<file path="config.mk">
export PLATFORM = sky130hd
export DESIGN_NAME = radix_integer_to_ascii_flat
export DESIGN_NICKNAME = d
export VERILOG_FILES = /design/src/ritoa_pkg.sv /design/src/ritoa_in_if.sv /design/src/ritoa_out_if.sv /design/src/ritoa_ram.sv /design/src/ritoa_divider.sv /design/src/radix_integer_to_ascii.sv /design/src/flat_wrapper.sv
export SDC_FILE = /design/constraint.sdc
export NUM_CORES = 1
export LEC_CHECK = 0
export ABC_AREA = 1
export BUFFER_PORTS_ARGS = -buffer_cell sky130_fd_sc_hd__buf_2
export CAP_MARGIN = 15
export CORE_ASPECT_RATIO = 0.8
export CORE_UTILIZATION = 28
export DETAILED_ROUTE_END_ITERATION = 8
export GPL_TIMING_DRIVEN = 0
export SYNTH_ARGS = -nofsm -noshare
export SYNTH_HDL_FRONTEND = slang
export SYNTH_SLANG_ARGS = --single-unit
</file>
<file path="constraint.sdc">
create_clock -name clk_i -period 2.7 [get_ports clk_i]
set_input_delay 0.135 -clock clk_i [delete_from_list [all_inputs] [get_ports clk_i]]
set_output_delay 0.135 -clock clk_i [all_outputs]
set_load 0.02 [all_outputs]
</file>
<file path="src/ritoa_pkg.sv">
// Package for the radix integer-to-ASCII converter: field widths, character
// constants, the microcode word layout and the microcode program itself.
// Depends on nothing; the interfaces, the divider, the top level and the testbench import it.
package ritoa_pkg;

  localparam int unsigned InValueW = 64;
  localparam int unsigned InRadixW = 5;
  localparam int unsigned CharW    = 8;
  localparam int unsigned DigitW   = 4;

  localparam logic [CharW-1:0] ZeroChar   = 8'h30;
  localparam logic [CharW-1:0] AlphaChar  = 8'h41;
  localparam logic [InRadixW-1:0] RadixMin = 5'd2;
  localparam logic [InRadixW-1:0] RadixMax = 5'd16;

  // Microcode step addresses.
  typedef enum logic [2:0] {
    UPC_IDLE,
    UPC_CHECK,
    UPC_DINIT,
    UPC_DSTEP,
    UPC_STORE,
    UPC_RDFIRST,
    UPC_EMIT,
    UPC_BAD
  } upc_e;

  // Jump conditions; the jump target is taken when the condition holds.
  typedef enum logic [2:0] {
    COND_NEVER,
    COND_NO_REQ,
    COND_BAD,
    COND_BITS_LEFT,
    COND_MORE,
    COND_EMIT_STAY,
    COND_OUT_BUSY
  } cond_e;

  typedef struct packed {
    logic  in_ready;
    logic  div_load;
    logic  div_init;
    logic  div_step;
    logic  st_digit;
    logic  rd_first;
    logic  emit_digit;
    logic  emit_bad;
    cond_e cond;
    upc_e  jmp;
    upc_e  nxt;
  } ucode_t;

  // Control and status between the sequencer and the divider.
  typedef struct packed {
    logic load;
    logic init;
    logic step;
  } div_ctrl_t;

  typedef struct packed {
    logic              bits_left;
    logic              q_zero;
    logic [DigitW-1:0] rem;
  } div_status_t;

  function automatic ucode_t ucode_rom(upc_e pc);
    ucode_t w;
    w = '{default: '0, cond: COND_NEVER, jmp: UPC_IDLE, nxt: UPC_IDLE};
    case (pc)
      UPC_IDLE: begin
        w.in_ready = 1'b1;
        w.div_load = 1'b1;
        w.cond     = COND_NO_REQ;
        w.jmp      = UPC_IDLE;
        w.nxt      = UPC_CHECK;
      end
      UPC_CHECK: begin
        w.cond = COND_BAD;
        w.jmp  = UPC_BAD;
        w.nxt  = UPC_DINIT;
      end
      UPC_DINIT: begin
        w.div_init = 1'b1;
        w.nxt      = UPC_DSTEP;
      end
      UPC_DSTEP: begin
        w.div_step = 1'b1;
        w.cond     = COND_BITS_LEFT;
        w.jmp      = UPC_DSTEP;
        w.nxt      = UPC_STORE;
      end
      UPC_STORE: begin
        w.st_digit = 1'b1;
        w.cond     = COND_MORE;
        w.jmp      = UPC_DINIT;
        w.nxt      = UPC_RDFIRST;
      end
      UPC_RDFIRST: begin
        w.rd_first = 1'b1;
        w.nxt      = UPC_EMIT;
      end
      UPC_EMIT: begin
        w.emit_digit = 1'b1;
        w.cond       = COND_EMIT_STAY;
        w.jmp        = UPC_EMIT;
        w.nxt        = UPC_IDLE;
      end
      UPC_BAD: begin
        w.emit_bad = 1'b1;
        w.cond     = COND_OUT_BUSY;
        w.jmp      = UPC_BAD;
        w.nxt      = UPC_IDLE;
      end
      default: begin
        w.nxt = UPC_IDLE;
      end
    endcase
    return w;
  endfunction

  function automatic logic [CharW-1:0] glyph(logic [DigitW-1:0] d);
    logic [CharW-1:0] c;
    if (d < 4'd10) begin
      c = ZeroChar + {4'd0, d};
    end else begin
      c = AlphaChar + {4'd0, d - 4'd10};
    end
    return c;
  endfunction

endpackage

</file>
<file path="src/ritoa_in_if.sv">
// Request channel of the converter: valid/ready plus value and radix.
// Depends on ritoa_pkg for the field widths.
interface ritoa_in_if import ritoa_pkg::*; ();
  logic                valid;
  logic                ready;
  logic [InValueW-1:0] value;
  logic [InRadixW-1:0] radix;

  modport source (output valid, value, radix, input ready);
  modport sink   (input valid, value, radix, output ready);
endinterface

</file>
<file path="src/ritoa_out_if.sv">
// Character channel of the converter: valid/ready plus one character request.
// Depends on ritoa_pkg for the field widths.
interface ritoa_out_if import ritoa_pkg::*; ();
  logic             valid;
  logic             ready;
  logic [CharW-1:0] digit_char;
  logic             last;
  logic             bad_radix;

  modport source (output valid, digit_char, last, bad_radix, input ready);
  modport sink   (input valid, digit_char, last, bad_radix, output ready);
endinterface

</file>
<file path="src/ritoa_ram.sv">
// Generic single-port-write, single-port-read RAM with registered read data.
// Depends on nothing.
module ritoa_ram #(
  parameter int unsigned Width = 4,
  parameter int unsigned Depth = 64
) (
  input  logic                     clk_i,
  input  logic                     we_i,
  input  logic [$clog2(Depth)-1:0] waddr_i,
  input  logic [Width-1:0]         wdata_i,
  input  logic                     re_i,
  input  logic [$clog2(Depth)-1:0] raddr_i,
  output logic [Width-1:0]         rdata_o
);

  logic [Width-1:0] mem_q [Depth];
  logic [Width-1:0] rdata_q;

  always_ff @(posedge clk_i) begin
    if (we_i) begin
      mem_q[waddr_i] <= wdata_i;
    end
    if (re_i) begin
      rdata_q <= mem_q[raddr_i];
    end
  end

  assign rdata_o = rdata_q;

endmodule

</file>
<file path="src/ritoa_divider.sv">
// Bit-serial restoring divider: divides the running quotient by the radix,
// one quotient bit per step, leaving quotient in place and the remainder.
// Depends on ritoa_pkg for the control and status structs.
module ritoa_divider import ritoa_pkg::*; #(
  parameter int unsigned Width = 64
) (
  input  logic                clk_i,
  input  logic                rst_ni,
  input  div_ctrl_t           ctrl_i,
  input  logic [Width-1:0]    value_i,
  input  logic [InRadixW-1:0] radix_i,
  output div_status_t         status_o
);

  localparam int unsigned CntW = $clog2(Width);

  logic [Width-1:0]  quot_q, quot_d;
  logic [DigitW-1:0] rem_q, rem_d;
  logic [CntW-1:0]   bit_q, bit_d;
  logic [InRadixW-1:0] partial;
  logic                fits;

  // The remainder is always below the radix, so it fits in four bits.
  assign partial = {rem_q, quot_q[Width-1]};
  assign fits    = partial >= radix_i;

  always_comb begin
    quot_d = quot_q;
    rem_d  = rem_q;
    bit_d  = bit_q;
    if (ctrl_i.load) begin
      quot_d = value_i;
    end else if (ctrl_i.init) begin
      rem_d = '0;
      bit_d = CntW'(Width - 1);
    end else if (ctrl_i.step) begin
      quot_d = {quot_q[Width-2:0], fits};
      rem_d  = fits ? DigitW'(partial - radix_i) : partial[DigitW-1:0];
      if (bit_q != '0) begin
        bit_d = bit_q - CntW'(1);
      end
    end
  end

  always_ff @(posedge clk_i or negedge rst_ni) begin
    if (!rst_ni) begin
      quot_q <= '0;
      bit_q  <= '0;
    end else begin
      quot_q <= quot_d;
      bit_q  <= bit_d;
    end
  end

  always_ff @(posedge clk_i) begin
    rem_q <= rem_d;
  end

  assign status_o.bits_left = bit_q != '0;
  assign status_o.q_zero    = quot_q == '0;
  assign status_o.rem       = rem_q;

endmodule

</file>
<file path="src/radix_integer_to_ascii.sv">
// Radix integer-to-ASCII converter, top level.
// Depends on ritoa_pkg, ritoa_in_if, ritoa_out_if, ritoa_ram and ritoa_divider.

// The block takes one request of an unsigned value (its low VALUE_WIDTH bits)
// and a radix, and returns the digits as ASCII characters, most significant
// first, one character request each, with last set on the final one. A value
// of zero gives the single character '0'. A radix outside 2 to 16 gives one
// character '0' with last and bad_radix set. At most MAX_DIGITS digits are
// produced; a value that needs more yields its MAX_DIGITS low-order digits.
// One conversion is handled at a time. A short microprogram steps a single
// bit-serial divider that divides out each digit bit by bit; a stalled output
// holds up the emission of the digits, and a bad radix goes straight to its
// error character.
// The output sits in a register, so the last character of one conversion may
// wait there while the next request is already accepted.
module radix_integer_to_ascii import ritoa_pkg::*; #(
  parameter int unsigned VALUE_WIDTH = 64,
  parameter int unsigned MAX_DIGITS  = 64
) (
  input  logic        clk_i,
  input  logic        rst_ni,
  ritoa_in_if.sink    req_i,
  ritoa_out_if.source rsp_o
);

  localparam int unsigned AddrW = $clog2(MAX_DIGITS);
  localparam int unsigned CntW  = $clog2(MAX_DIGITS + 1);

  // Microcode sequencer state.
  upc_e   pc_q, pc_d;
  ucode_t uw;
  logic   cond_hit;

  // Datapath registers.
  logic [InRadixW-1:0] radix_q, radix_d;
  logic [CntW-1:0]     cnt_q, cnt_d;
  logic [AddrW-1:0]    idx_q, idx_d;

  // Output register.
  logic             rsp_valid_q, rsp_valid_d;
  logic [CharW-1:0] rsp_char_q, rsp_char_d;
  logic             rsp_last_q, rsp_last_d;
  logic             rsp_bad_q, rsp_bad_d;

  logic        req_accept;
  logic        out_free;
  logic        radix_bad;
  div_ctrl_t   div_ctrl;
  div_status_t div_st;

  logic              ram_we;
  logic              ram_re;
  logic [AddrW-1:0]  ram_raddr;
  logic [DigitW-1:0] ram_rdata;

  assign uw         = ucode_rom(pc_q);
  assign req_accept = req_i.valid && uw.in_ready;
  assign req_i.ready = uw.in_ready;

  // The output slot can take a new character when it is empty or being drained.
  assign out_free  = !rsp_valid_q || rsp_o.ready;
  assign radix_bad = !(radix_q inside {[RadixMin:RadixMax]});

  // Condition evaluation and step selection.
  always_comb begin
    case (uw.cond)
      COND_NEVER:     cond_hit = 1'b0;
      COND_NO_REQ:    cond_hit = !req_i.valid;
      COND_BAD:       cond_hit = radix_bad;
      COND_BITS_LEFT: cond_hit = div_st.bits_left;
      COND_MORE:      cond_hit = !div_st.q_zero && (cnt_q != CntW'(MAX_DIGITS - 1));
      COND_EMIT_STAY: cond_hit = !out_free || (idx_q != '0);
      COND_OUT_BUSY:  cond_hit = !out_free;
      default:        cond_hit = 1'b0;
    endcase
    pc_d = cond_hit ? uw.jmp : uw.nxt;
  end

  // Datapath controls decoded from the control word.
  always_comb begin
    radix_d  = radix_q;
    cnt_d    = cnt_q;
    idx_d    = idx_q;
    ram_we   = 1'b0;
    ram_re   = 1'b0;
    ram_raddr = AddrW'(idx_q - AddrW'(1));

    div_ctrl.load = uw.div_load && req_accept;
    div_ctrl.init = uw.div_init;
    div_ctrl.step = uw.div_step;

    rsp_valid_d = rsp_valid_q && !rsp_o.ready;
    rsp_char_d  = rsp_char_q;
    rsp_last_d  = rsp_last_q;
    rsp_bad_d   = rsp_bad_q;

    if (req_accept) begin
      radix_d = req_i.radix;
      cnt_d   = '0;
    end

    // Digits land in the store least significant first.
    if (uw.st_digit) begin
      ram_we = 1'b1;
      cnt_d  = cnt_q + CntW'(1);
    end

    // The first read fetches the most significant digit.
    if (uw.rd_first) begin
      ram_re    = 1'b1;
      ram_raddr = AddrW'(cnt_q - CntW'(1));
      idx_d     = AddrW'(cnt_q - CntW'(1));
    end

    // Each emitted digit but the last starts the read of the next lower one.
    if (uw.emit_digit && out_free) begin
      rsp_valid_d = 1'b1;
      rsp_char_d  = glyph(ram_rdata);
      rsp_last_d  = idx_q == '0;
      rsp_bad_d   = 1'b0;
      if (idx_q != '0) begin
        ram_re = 1'b1;
        idx_d  = idx_q - AddrW'(1);
      end
    end

    if (uw.emit_bad && out_free) begin
      rsp_valid_d = 1'b1;
      rsp_char_d  = ZeroChar;
      rsp_last_d  = 1'b1;
      rsp_bad_d   = 1'b1;
    end
  end

  always_ff @(posedge clk_i or negedge rst_ni) begin
    if (!rst_ni) begin
      pc_q        <= UPC_IDLE;
      cnt_q       <= '0;
      rsp_valid_q <= 1'b0;
    end else begin
      pc_q        <= pc_d;
      cnt_q       <= cnt_d;
      rsp_valid_q <= rsp_valid_d;
    end
  end

  always_ff @(posedge clk_i) begin
    radix_q    <= radix_d;
    idx_q      <= idx_d;
    rsp_char_q <= rsp_char_d;
    rsp_last_q <= rsp_last_d;
    rsp_bad_q  <= rsp_bad_d;
  end

  ritoa_divider #(
    .Width (VALUE_WIDTH)
  ) u_divider (
    .clk_i    (clk_i),
    .rst_ni   (rst_ni),
    .ctrl_i   (div_ctrl),
    .value_i  (req_i.value[VALUE_WIDTH-1:0]),
    .radix_i  (radix_q),
    .status_o (div_st)
  );

  ritoa_ram #(
    .Width (DigitW),
    .Depth (MAX_DIGITS)
  ) u_digit_store (
    .clk_i   (clk_i),
    .we_i    (ram_we),
    .waddr_i (cnt_q[AddrW-1:0]),
    .wdata_i (div_st.rem),
    .re_i    (ram_re),
    .raddr_i (ram_raddr),
    .rdata_o (ram_rdata)
  );

  assign rsp_o.valid      = rsp_valid_q;
  assign rsp_o.digit_char = rsp_char_q;
  assign rsp_o.last       = rsp_last_q;
  assign rsp_o.bad_radix  = rsp_bad_q;

  // The digit count never passes the store depth.
  a_cnt_bound: assert property (@(posedge clk_i) disable iff (!rst_ni)
    cnt_q <= CntW'(MAX_DIGITS))
    else $error("digit count exceeds store depth");

  // A digit is stored only after the divider has run all its bit steps.
  a_store_after_div: assert property (@(posedge clk_i) disable iff (!rst_ni)
    uw.st_digit |-> !div_st.bits_left)
    else $error("digit stored before division finished");

  // A bad radix found in the check step leads straight to the error character.
  a_bad_path: assert property (@(posedge clk_i) disable iff (!rst_ni)
    (pc_q == UPC_CHECK && radix_bad) |=> pc_q == UPC_BAD)
    else $error("bad radix did not reach the error step");

  // An error character is always a lone '0' that closes the conversion.
  a_bad_char: assert property (@(posedge clk_i) disable iff (!rst_ni)
    (rsp_valid_q && rsp_bad_q) |-> (rsp_last_q && rsp_char_q == ZeroChar))
    else $error("error character malformed");

endmodule

</file>
<file path="src/flat_wrapper.sv">
// flat-port wrapper written by rule: the top's interface ports become plain ports
module radix_integer_to_ascii_flat import ritoa_pkg::*;
#(
  parameter int unsigned VALUE_WIDTH = 64,
  parameter int unsigned MAX_DIGITS  = 64
)
  (clk_i, rst_ni, req_i_valid, req_i_value, req_i_radix, req_i_ready, rsp_o_valid, rsp_o_digit_char, rsp_o_last, rsp_o_bad_radix, rsp_o_ready);
  ritoa_in_if req_i_i ();
  ritoa_out_if rsp_o_i ();
  input  logic clk_i;
  input  logic rst_ni;
  input wire logic [$bits(req_i_i.valid)-1:0] req_i_valid;
  input wire logic [$bits(req_i_i.value)-1:0] req_i_value;
  input wire logic [$bits(req_i_i.radix)-1:0] req_i_radix;
  output wire logic [$bits(req_i_i.ready)-1:0] req_i_ready;
  output wire logic [$bits(rsp_o_i.valid)-1:0] rsp_o_valid;
  output wire logic [$bits(rsp_o_i.digit_char)-1:0] rsp_o_digit_char;
  output wire logic [$bits(rsp_o_i.last)-1:0] rsp_o_last;
  output wire logic [$bits(rsp_o_i.bad_radix)-1:0] rsp_o_bad_radix;
  input wire logic [$bits(rsp_o_i.ready)-1:0] rsp_o_ready;
  assign req_i_i.valid = req_i_valid;
  assign req_i_i.value = req_i_value;
  assign req_i_i.radix = req_i_radix;
  assign req_i_ready = req_i_i.ready;
  assign rsp_o_valid = rsp_o_i.valid;
  assign rsp_o_digit_char = rsp_o_i.digit_char;
  assign rsp_o_last = rsp_o_i.last;
  assign rsp_o_bad_radix = rsp_o_i.bad_radix;
  assign rsp_o_i.ready = rsp_o_ready;
  radix_integer_to_ascii #(.VALUE_WIDTH(VALUE_WIDTH), .MAX_DIGITS(MAX_DIGITS)) u_core (.clk_i(clk_i), .rst_ni(rst_ni), .req_i(req_i_i), .rsp_o(rsp_o_i));
endmodule
</file>
==> results of run 1 <==
## cell usage after synthesis, drive strengths merged (9+ instances only)
| master | n | area [um2] |
|---|---|---|
| nand2 | 397 | 1500 |
| inv | 285 | 1070 |
| nand3 | 272 | 1370 |
| edfxtp | 269 | 8080 |
| o21ai | 122 | 622 |
| nor2 | 112 | 428 |
| dfrtp | 81 | 2030 |
| buf | 64 | 355 |
| nand3b | 56 | 420 |
| clkbuf | 24 | 91.3 |
| a21oi | 21 | 105 |
| a31oi | 19 | 119 |
| nand4 | 16 | 100 |
| dfxtp | 15 | 300 |
| ha | 13 | 163 |
| nor3 | 9 | 50.1 |
## registers in the layout (all words and copies together) (netlist names)
register / count
u_core.cnt_q: 7
u_core.idx_q: 6
u_core.pc_q: 3
u_core.radix_q: 5
u_core.rsp_o.bad_radix: 1
u_core.rsp_o.digit_char: 7
u_core.rsp_o.last: 1
u_core.rsp_o.valid: 1
u_core.u_digit_store.mem_q: 256
u_core.u_digit_store.rdata_o: 4
u_core.u_divider.bit_q: 6
u_core.u_divider.quot_q: 64
u_core.u_divider.rem_q: 4
## cells by family after synthesis
group           after synthesis  share of synthesized area
xor+xnor                     11                    0.00563
buf+inv                     374                     0.0891
flops                       365                      0.609
compound gates              177                     0.0559
simple gates                872                      0.230
other cells                   1                   0.000219
fa+ha+maj                    14                     0.0107
## how the worst max path moves through the flow
stage	from	endpoint	slack [ps]
6_report	u_core.pc_q[1]	u_core.u_digit_store.mem_q[6][2]	-20
3_3_place_gp	u_core.u_divider.rem_q[1]	u_core.u_divider.rem_q[2]	-1350
4_1_cts	u_core.pc_q[1]	u_core.u_digit_store.mem_q[54][1]	-320
3_5_place_dp	u_core.pc_q[1]	u_core.u_digit_store.mem_q[54][1]	-300
5_1_grt	u_core.pc_q[1]	u_core.u_digit_store.mem_q[22][1]	-130
2_1_floorplan	u_core.u_divider.rem_q[1]	u_core.u_divider.rem_q[2]	120
## cell type report
class                      count  area, um2  area share
sequential                   365      10400       0.497
multi-input combinational   1075       5270       0.252
timing repair buffer         169       1470      0.0702
inverter                     286       1080      0.0515
clock buffer                  50       1070      0.0510
tap                          779        975      0.0466
buffer                        88        479      0.0229
clock inverter                17        179     0.00855
## power breakdown
part           leakage (nW)  total, mW  internal [mW]  switching, mW
sequential             3.40       5.97           5.97        0.00310
combinational          4.77      0.674          0.262          0.412
clock                 0.616       5.32           3.08           2.24
## per-stage QoR
| stage | worst slack [ps] | utilization | instance area (um2) |
|---|---|---|---|
| after global placement | -1350 | 0.308 | 18500 |
| after global routing | -128 | 0.349 | 20900 |
| final | -20.6 | 0.349 | 20900 |
| after detailed placement | -298 | 0.314 | 18800 |
| after floorplan | 121 | - | 17100 |
| after CTS | -318 | 0.347 | 20800 |
## worst max-delay path, stage by stage, from the launching register on
cell and delay [ps]:
dfrtp_1 430, inv_4 130, nand2_1 90, nor2_2 270, inv_1 230, nor2_2 290, nand3_2 460, nor2_1 470
## per-layer routing
layer  GRT usage  part of all wire  vias up
li1            -                 -     6433
met1       0.211              0.45     6539
met2       0.236              0.45      478
met3      0.0350             0.081       82
met4      0.0364             0.022        0
met5           0                 0        -
## what timing repair did
item	CTS	global route
setup endpoints to repair	100	168
cloned	0	0
endpoints found under the hold margin	151	0
buffers inserted	0	2
gates resized for setup	4	46
hold buffers	71	0
## cell usage in the layout (no fill, tap or decap), types with 16 or more instances in the layout
cell and n:
clkbuf_16 39, dfrtp_1 80, a31oi_1 19, inv_1 273
nor2_1 86, edfxtp_1 269, nor2_2 26, nand3_1 266
o21ai_0 117, nand2_1 393, buf_2 126, nand4_1 16
dlygate4sd3_1 71, nand3b_1 56, clkbuf_1 27, a21oi_1 21
==> flow_metrics.tcl, run 1 <==
set metrics [dict create \
    areaGrowthSynthToFinish_pct 22.4 \
    wl_per_cell_um 16.8 \
    clockBufferDepth 3 \
    crit_type "reg2reg" \
    die_w_um 278 \
    htreeDepth 2 \
    required_ps 2910 \
    ys_async_sr_fraction 0.222 \
    ys_ff_latch 365 \
    grt_start_max_net_pins 53 \
    drv_slew 0 \
    core_area_um2 60000 \
    grt_pass1_wl_um 73800 \
    nets 2110 \
    detail_route.first_pass.iterations 5 \
    cts_buffers 38 \
    cp-start-kind "register" \
    cts_root_buf "clkbuf_16" \
    cts_tree "yes" \
    hold_viol 0 \
    syn-instance-count 1814 \
    reg2reg_slack_ps -20 \
    fin_crit_ps 2720 \
    dp.cells 2689 \
    vdd_drop_max_uv 427 \
    finalCritPeriodShare 1.01 \
    fin_skew_ps 18.3 \
    drive_above_1_share 0.135 \
    num_rows 80 \
    cts.sinks 365 \
    synth_sequential_area_ratio 0.609 \
    synth_cell_types 45 \
    cp-end-kind "register" \
    drc 0 \
    fin_total_pwr_mw 12.0 \
    ff2ff_path_depth 7 \
    synth.avg_cell_area_um2 9.43 \
    p_per_area_nw_per_um2 572 \
    yosys_warnings 0 \
    failed_checks "setup timing" \
    start_util 0.285 \
    fin_tns_setup_ps -80.8 \
    rsz0062_at_grt "true" \
    p_leak_nw 8.79 \
    slew_headroom 0.418 \
    grt_pass1_vias 13405 \
    r2r_end "u_core.u_digit_store.mem_q[6][2]" \
    avgViaCountPerCell 4.78 \
    cp.arrival_ps 2930 \
    grt_overflow_total 0 \
    status "finished with violations" \
    worst_slack_ps -20.6 \
    antenna_found_initial 0 \
    ant_nets 0 \
    synth_top_flop_cell "edfxtp_1" \
    dpl.hpwl_um 33000 \
    min_path_type "in2async" \
    routabilityCongestion 0.896 \
    worst_slew_pin_slew_ps 870 \
    dieArea_um2 62100 \
    final_cells 2829 \
    finalSetupViolCount 4 \
    dr_total_vias 13532 \
    n_fill_cell 5934 \
    diodes 0 \
    clk_pin_slew_ps 70 \
    cp_max_fo 10 \
    dieHeight_um 223 \
    io_pins 85 \
    max_freq_mhz 368 \
    syn_area_um2 17100 \
    maxCapViolCount 0 \
    clk-insertion-delay-late_ps 550 \
    syn_nets 1901 \
    grt_usage 0.151 \
    synth_enable_flop_cells 269 \
    r2r-start "u_core.pc_q[1]" \
    wl_um 47500 \
    drt-initial-drc-count 1263 \
    hold_ws_ps 92.5 \
    io_buffer_count 83 \
]
Note: power is estimated with default switching activity, not from simulation.
==> run 2: changes to the inputs <==
--- a/config.mk
+++ b/config.mk
@@ -11,7 +11,6 @@
 export CORE_ASPECT_RATIO = 0.8
 export CORE_UTILIZATION = 28
 export DETAILED_ROUTE_END_ITERATION = 8
-export GPL_TIMING_DRIVEN = 0
 export SYNTH_ARGS = -nofsm -noshare
 export SYNTH_HDL_FRONTEND = slang
 export SYNTH_SLANG_ARGS = --single-unit
==> run 2 against run 1 <==
  * The flow now finishes without violations
  * Sequential cell count unchanged
  * Hold slack better by 61 ps
  * Cell area decreased by 2.3%
  * Worst setup slack better by 250 ps
  * Sequential share of layout area is 1.2 points higher
  * Via count decreased by 2.7%
  * Clock-buffer cell count down 4
  * Die area is the same
  * Power down 3.7%
  * Largest cell class unchanged
  * Highest routed layer unchanged
==> flow_metrics.tcl, run 2 (synthesis results as in run 1) <==
set metrics [dict create \
    ff2ff_path_depth 13 \
    detail_route.first_pass.iterations 5 \
    grt_pass1_vias 12671 \
    stdcell_area_um2 20400 \
    final_cell_mix "nand2_1, inv_1, nand3_1" \
    clockBufferDepth 3 \
    dieHeight_um 223 \
    grt_start_max_net_pins 110 \
    cts.sinks 365 \
    largest_reg_flops 256 \
    dp.cells 2646 \
    grt_usage 0.140 \
    layout_commonest_cell "nand2_1" \
    antenna_found_initial 0 \
    fin_total_pwr_mw 11.5 \
    rsz0062_at_grt "false" \
    hold_path_startpoint "req_i_valid" \
    post-place-ws_ps 160 \
    cts_tree "yes" \
    reg.largest.list "u_core.u_digit_store.mem_q x256, u_core.u_divider.quot_q x64" \
    dieArea_um2 62100 \
    ant_nets 0 \
    fin_crit_ps 2470 \
    status "completed" \
    netSwitchingFraction 0.221 \
    fin_tns_setup_ps 0 \
    diodes 0 \
    final_cells 2785 \
    vdd_drop_max_uv 362 \
    grt_pass1_wl_um 69100 \
    dr_total_vias 13162 \
    seq_power_share 0.518 \
    worst_slack_ps 232 \
    start_util 0.285 \
    routabilityCongestion 0.874 \
    cts_buffers 38 \
    nets 2065 \
    avgViaCountPerCell 4.73 \
    p_per_area_nw_per_um2 564 \
    reg2reg_slack_ps 230 \
    clk_pin_slew_ps 60 \
    drv_slew 0 \
    htreeDepth 2 \
    finalSetupViolCount 0 \
    p_leak_nw 8.59 \
    max_stage_delay_ps 430 \
    die_w_um 278 \
    required_ps 2990 \
    num_rows 80 \
    drc 0 \
    finalCritPeriodShare 0.914 \
    r2r-start "u_core.pc_q[1]" \
    io_pins 85 \
    holdPathStages 5 \
    crit_chain "inv_4, nand3_4, nand2_2, nand2_4, inv_2, buf_4, nand2_1, nand3_1, nand3_1, nand3_1, nand3_1, nand3_1, nand2_1" \
    r2r_end "u_core.u_digit_store.rdata_o[2]" \
    wl_per_cell_um 15.8 \
    final_core_util 0.341 \
    clk-insertion-delay-late_ps 540 \
    areaGrowthSynthToFinish_pct 19.5 \
    crit_type "reg2reg" \
    clkPwrFrac 0.429 \
    max_freq_mhz 405 \
    grt_overflow_total 0 \
    min_path_type "in2reg" \
    p_switching_mw 2.54 \
    cp-start-kind "register" \
    slew_headroom 0.294 \
    fin_skew_ps 20.7 \
    largest-register "u_core.u_digit_store.mem_q" \
    worst_slew_pin_slew_ps 1060 \
    maxCapViolCount 0 \
    cp_slowest_cell "dfrtp_1" \
    post_cts_buffers 0 \
    internal_power_mw 8.98 \
    placed_area_um2 18600 \
    io_buffer_count 83 \
    crit_path_frequent_cell "nand3_1" \
    comb_power_share 0.053 \
    whs_endpoint "u_core.u_divider.quot_q[0]" \
    hold_ws_ps 153 \
    wl_um 44000 \
    drt-initial-drc-count 1151 \
    n_fill_cell 5986 \
    drive_above_1_share 0.108 \
    cp_max_fo 20 \
    cp-end-kind "register" \
    cp.arrival_ps 2760 \
    dpl.hpwl_um 28000 \
    core_area_um2 60000 \
    hold_viol 0 \
    cts_root_buf "clkbuf_16" \
]
==> run 2: cell types whose count changed in the layout (fill, tap and decap cells not counted), sizes merged <==
cell      before  now
buf          156  141
clkbuf        80   46
bufinv         3    1
clkinvlp       0    3
clkinv        13   17
==> run 2: critical path, delay by kind of cell, from the launching register on <==
family                 cells  cell delay (ps)
buffers and inverters      3              580
flip-flops                 1              430
AND/OR/NAND/NOR           10             1180
==> run 2: power by group through the flow <==
| stage | sequential (mW) | clock (mW) | combinational [mW] |
|---|---|---|---|
| final | 5.97 | 4.95 | 0.605 |
| after global routing | 5.97 | 5.27 | 0.665 |
| after CTS | 5.97 | 5.05 | 0.598 |
| after detailed placement | 6.09 | 0 | 0.517 |
| after global placement | 6.09 | 0 | 0.509 |
| after floorplan | 6.09 | 0 | 0.313 |
==> run 2: area by class of cell <==
type | count | area, um2 | area share
clock buffer | 46 | 1010 | 0.0495
tap | 779 | 975 | 0.0477
clock inverter | 22 | 139 | 0.00680
timing repair buffer | 212 | 1640 | 0.0802
inverter | 286 | 1080 | 0.0528
multi-input combinational | 1075 | 5190 | 0.254
sequential | 365 | 10400 | 0.509
==> run 2: how the worst max path moves through the flow <==
stage	startpoint	endpoint	slack, ps	cells after the start
2_1_floorplan	u_core.u_divider.rem_q[1]	u_core.u_divider.rem_q[2]	120	7
4_1_cts	u_core.pc_q[1]	u_core.u_digit_store.rdata_o[2]	160	9
6_report	u_core.pc_q[1]	u_core.u_digit_store.rdata_o[2]	230	13
5_1_grt	u_core.pc_q[1]	u_core.u_digit_store.rdata_o[3]	70	13
3_3_place_gp	u_core.pc_q[1]	u_core.u_digit_store.rdata_o[2]	250	9
3_5_place_dp	u_core.pc_q[1]	u_core.u_digit_store.rdata_o[2]	160	9
==> run 2: timing repair <==
action / in CTS / in global routing
gates resized for setup: 0 / 3
endpoints found under the hold margin: 151 / 0
hold buffers: 71 / 0
setup endpoints to repair: 0 / 4
==> run 2: per-layer routing <==
metal	part of all wire	global-route usage	vias to the layer above
met3	0.084	0.0384	71
met5	0	0	-
met1	0.46	0.194	6273
met4	0.024	0.0421	0
li1	-	-	6336
met2	0.43	0.211	482
==> run 3: changes to the inputs <==
==> constraint.sdc (replaced) <==
create_clock -name clk_i -period 2.76 [get_ports clk_i]
set_input_delay 0.138 -clock clk_i [delete_from_list [all_inputs] [get_ports clk_i]]
set_output_delay 0.138 -clock clk_i [all_outputs]
set_load 0.02 [all_outputs]
==> run 3 against run 2 <==
  * Core utilization about the same
  * Register-to-register slack got worse by 70 ps
  * Cell area about the same
  * Critical path type unchanged
  * Largest cell class unchanged
  * Highest routed layer unchanged
==> flow_metrics.tcl, run 3 (synthesis results as in run 1) <==
set metrics [dict create \
    core_area_um2 60000 \
    hold_ws_ps 102 \
    dr_total_vias 13174 \
    vdd_drop_max_uv 426 \
    cp-start-kind "register" \
    drc 0 \
    netSwitchingFraction 0.217 \
    finalSetupViolCount 0 \
    required_ps 3050 \
    num_rows 80 \
    fin_crit_ps 2600 \
    maxCapViolCount 0 \
    p_leak_nw 8.58 \
    finalCritPeriodShare 0.940 \
    largest-register "u_core.u_digit_store.mem_q" \
    cts_tree "yes" \
    die_w_um 278 \
    wl_per_cell_um 15.8 \
    comb_power_share 0.053 \
    n_fill_cell 5970 \
    crit_path_frequent_cell "nand3_1" \
    worst_slew_pin_slew_ps 869 \
    routabilityCongestion 0.869 \
    start_util 0.285 \
    cts_buffers 37 \
    internal_power_mw 8.85 \
    multi_input_area_um2 5190 \
    fin_skew_ps 17.8 \
    largest_reg_flops 256 \
    layout_commonest_cell "nand2_1" \
    grt_pass1_wl_um 69700 \
    diodes 0 \
    io_pins 85 \
    max_freq_mhz 385 \
    r2r-start "u_core.pc_q[0]" \
    htreeDepth 2 \
    wl_um 43800 \
    fin_total_pwr_mw 11.3 \
    min_path_type "in2reg" \
    final_core_util 0.341 \
    stdcell_area_um2 20400 \
    clkPwrFrac 0.430 \
    regArea_um2 10400 \
    ant_nets 0 \
    placed_area_um2 18500 \
    grt_overflow_total 0 \
    dieHeight_um 223 \
    hold_viol 0 \
    p_switching_mw 2.45 \
    crit_type "reg2reg" \
    nets 2062 \
    fin_tns_setup_ps 0 \
    crit_chain "nand4_1, buf_4, nand3b_1, nand3_1, nand3_1, nand3_1, nand3_1, nand3_1, nand2_1" \
    p_per_area_nw_per_um2 552 \
    cp-end-kind "register" \
    avgViaCountPerCell 4.74 \
    clockBufferDepth 3 \
    cp.arrival_ps 2890 \
    drive_above_1_share 0.107 \
    reg.largest.list "u_core.u_digit_store.mem_q x256, u_core.u_divider.quot_q x64" \
    clk-insertion-delay-late_ps 540 \
    slew_headroom 0.421 \
    cp_max_fo 65 \
    reg2reg_slack_ps 160 \
    dpl.hpwl_um 27600 \
    drv_slew 0 \
    drt-initial-drc-count 1254 \
    post_cts_buffers 0 \
    startpoint "u_core.pc_q[0]" \
    seq_power_share 0.517 \
    final_cells 2781 \
    areaGrowthSynthToFinish_pct 19.6 \
    clk_pin_slew_ps 60 \
    detail_route.first_pass.iterations 7 \
    grt_usage 0.140 \
    antenna_found_initial 0 \
    cts.sinks 365 \
    io_buffer_count 83 \
    cp_slowest_cell "buf_4" \
    worst_slack_ps 164 \
    cts_root_buf "clkbuf_16" \
    grt_pass1_vias 12691 \
    rsz0062_at_grt "false" \
    dieArea_um2 62100 \
    grt_start_max_net_pins 109 \
    dp.cells 2643 \
    final_cell_mix "nand2_1, inv_1, nand3_1" \
    post-place-ws_ps -63.8 \
    status "completed" \
    max_stage_delay_ps 640 \
    hold_path_startpoint "req_i_valid" \
]
## run 3: final cells by class
type | instances | area share
flip-flops and latches | 365 | 0.509
clock inverters | 20 | 0.00759
multi-input cells | 1075 | 0.254
inverters | 286 | 0.0527
well taps | 779 | 0.0477
clock buffers | 46 | 0.0490
repair buffers | 210 | 0.0804
## run 3: path summary, 6_finish.rpt
check                                                  end  cells after the start
max                        u_core.u_digit_store.rdata_o[1]                      9
min                            u_core.u_divider.quot_q[63]                      5
max reg2reg                u_core.u_digit_store.rdata_o[1]                      9
min reg2reg                         u_core.rsp_o.bad_radix                      2
max in group asynchronous                  u_core.cnt_q[4]                      3
min in group asynchronous      u_core.u_divider.quot_q[34]                      2
## run 3: worst max-delay path: cells and delay by family, from the launching register on
| kind | cells | cell delay [ps] |
|---|---|---|
| AND/OR/NAND/NOR | 8 | 1180 |
| flip-flops | 1 | 530 |
| buffers and inverters | 1 | 640 |
## run 3: layer usage
| layer | share of wire | global-route usage |
|---|---|---|
| met1 | 0.47 | 0.204 |
| met2 | 0.43 | 0.215 |
| met3 | 0.079 | 0.0289 |
| met4 | 0.017 | 0.0287 |
| met5 | 0 | 0 |
## run 3: what timing repair did
| item | in CTS | in global routing |
|---|---|---|
| endpoints found under the setup margin | 4 | 3 |
| hold buffers | 71 | 0 |
| gates resized for setup | 1 | 1 |
| hold endpoints to repair | 151 | 0 |
## run 3: power groups by stage
stage	Combinational, mW	Sequential (mW)	Clock [mW]
finish	0.596	5.84	4.86
global route	0.651	5.84	5.19
CTS	0.582	5.84	4.98
detailed placement	0.500	5.95	0
global placement	0.495	5.95	0
floorplan	0.306	5.96	0
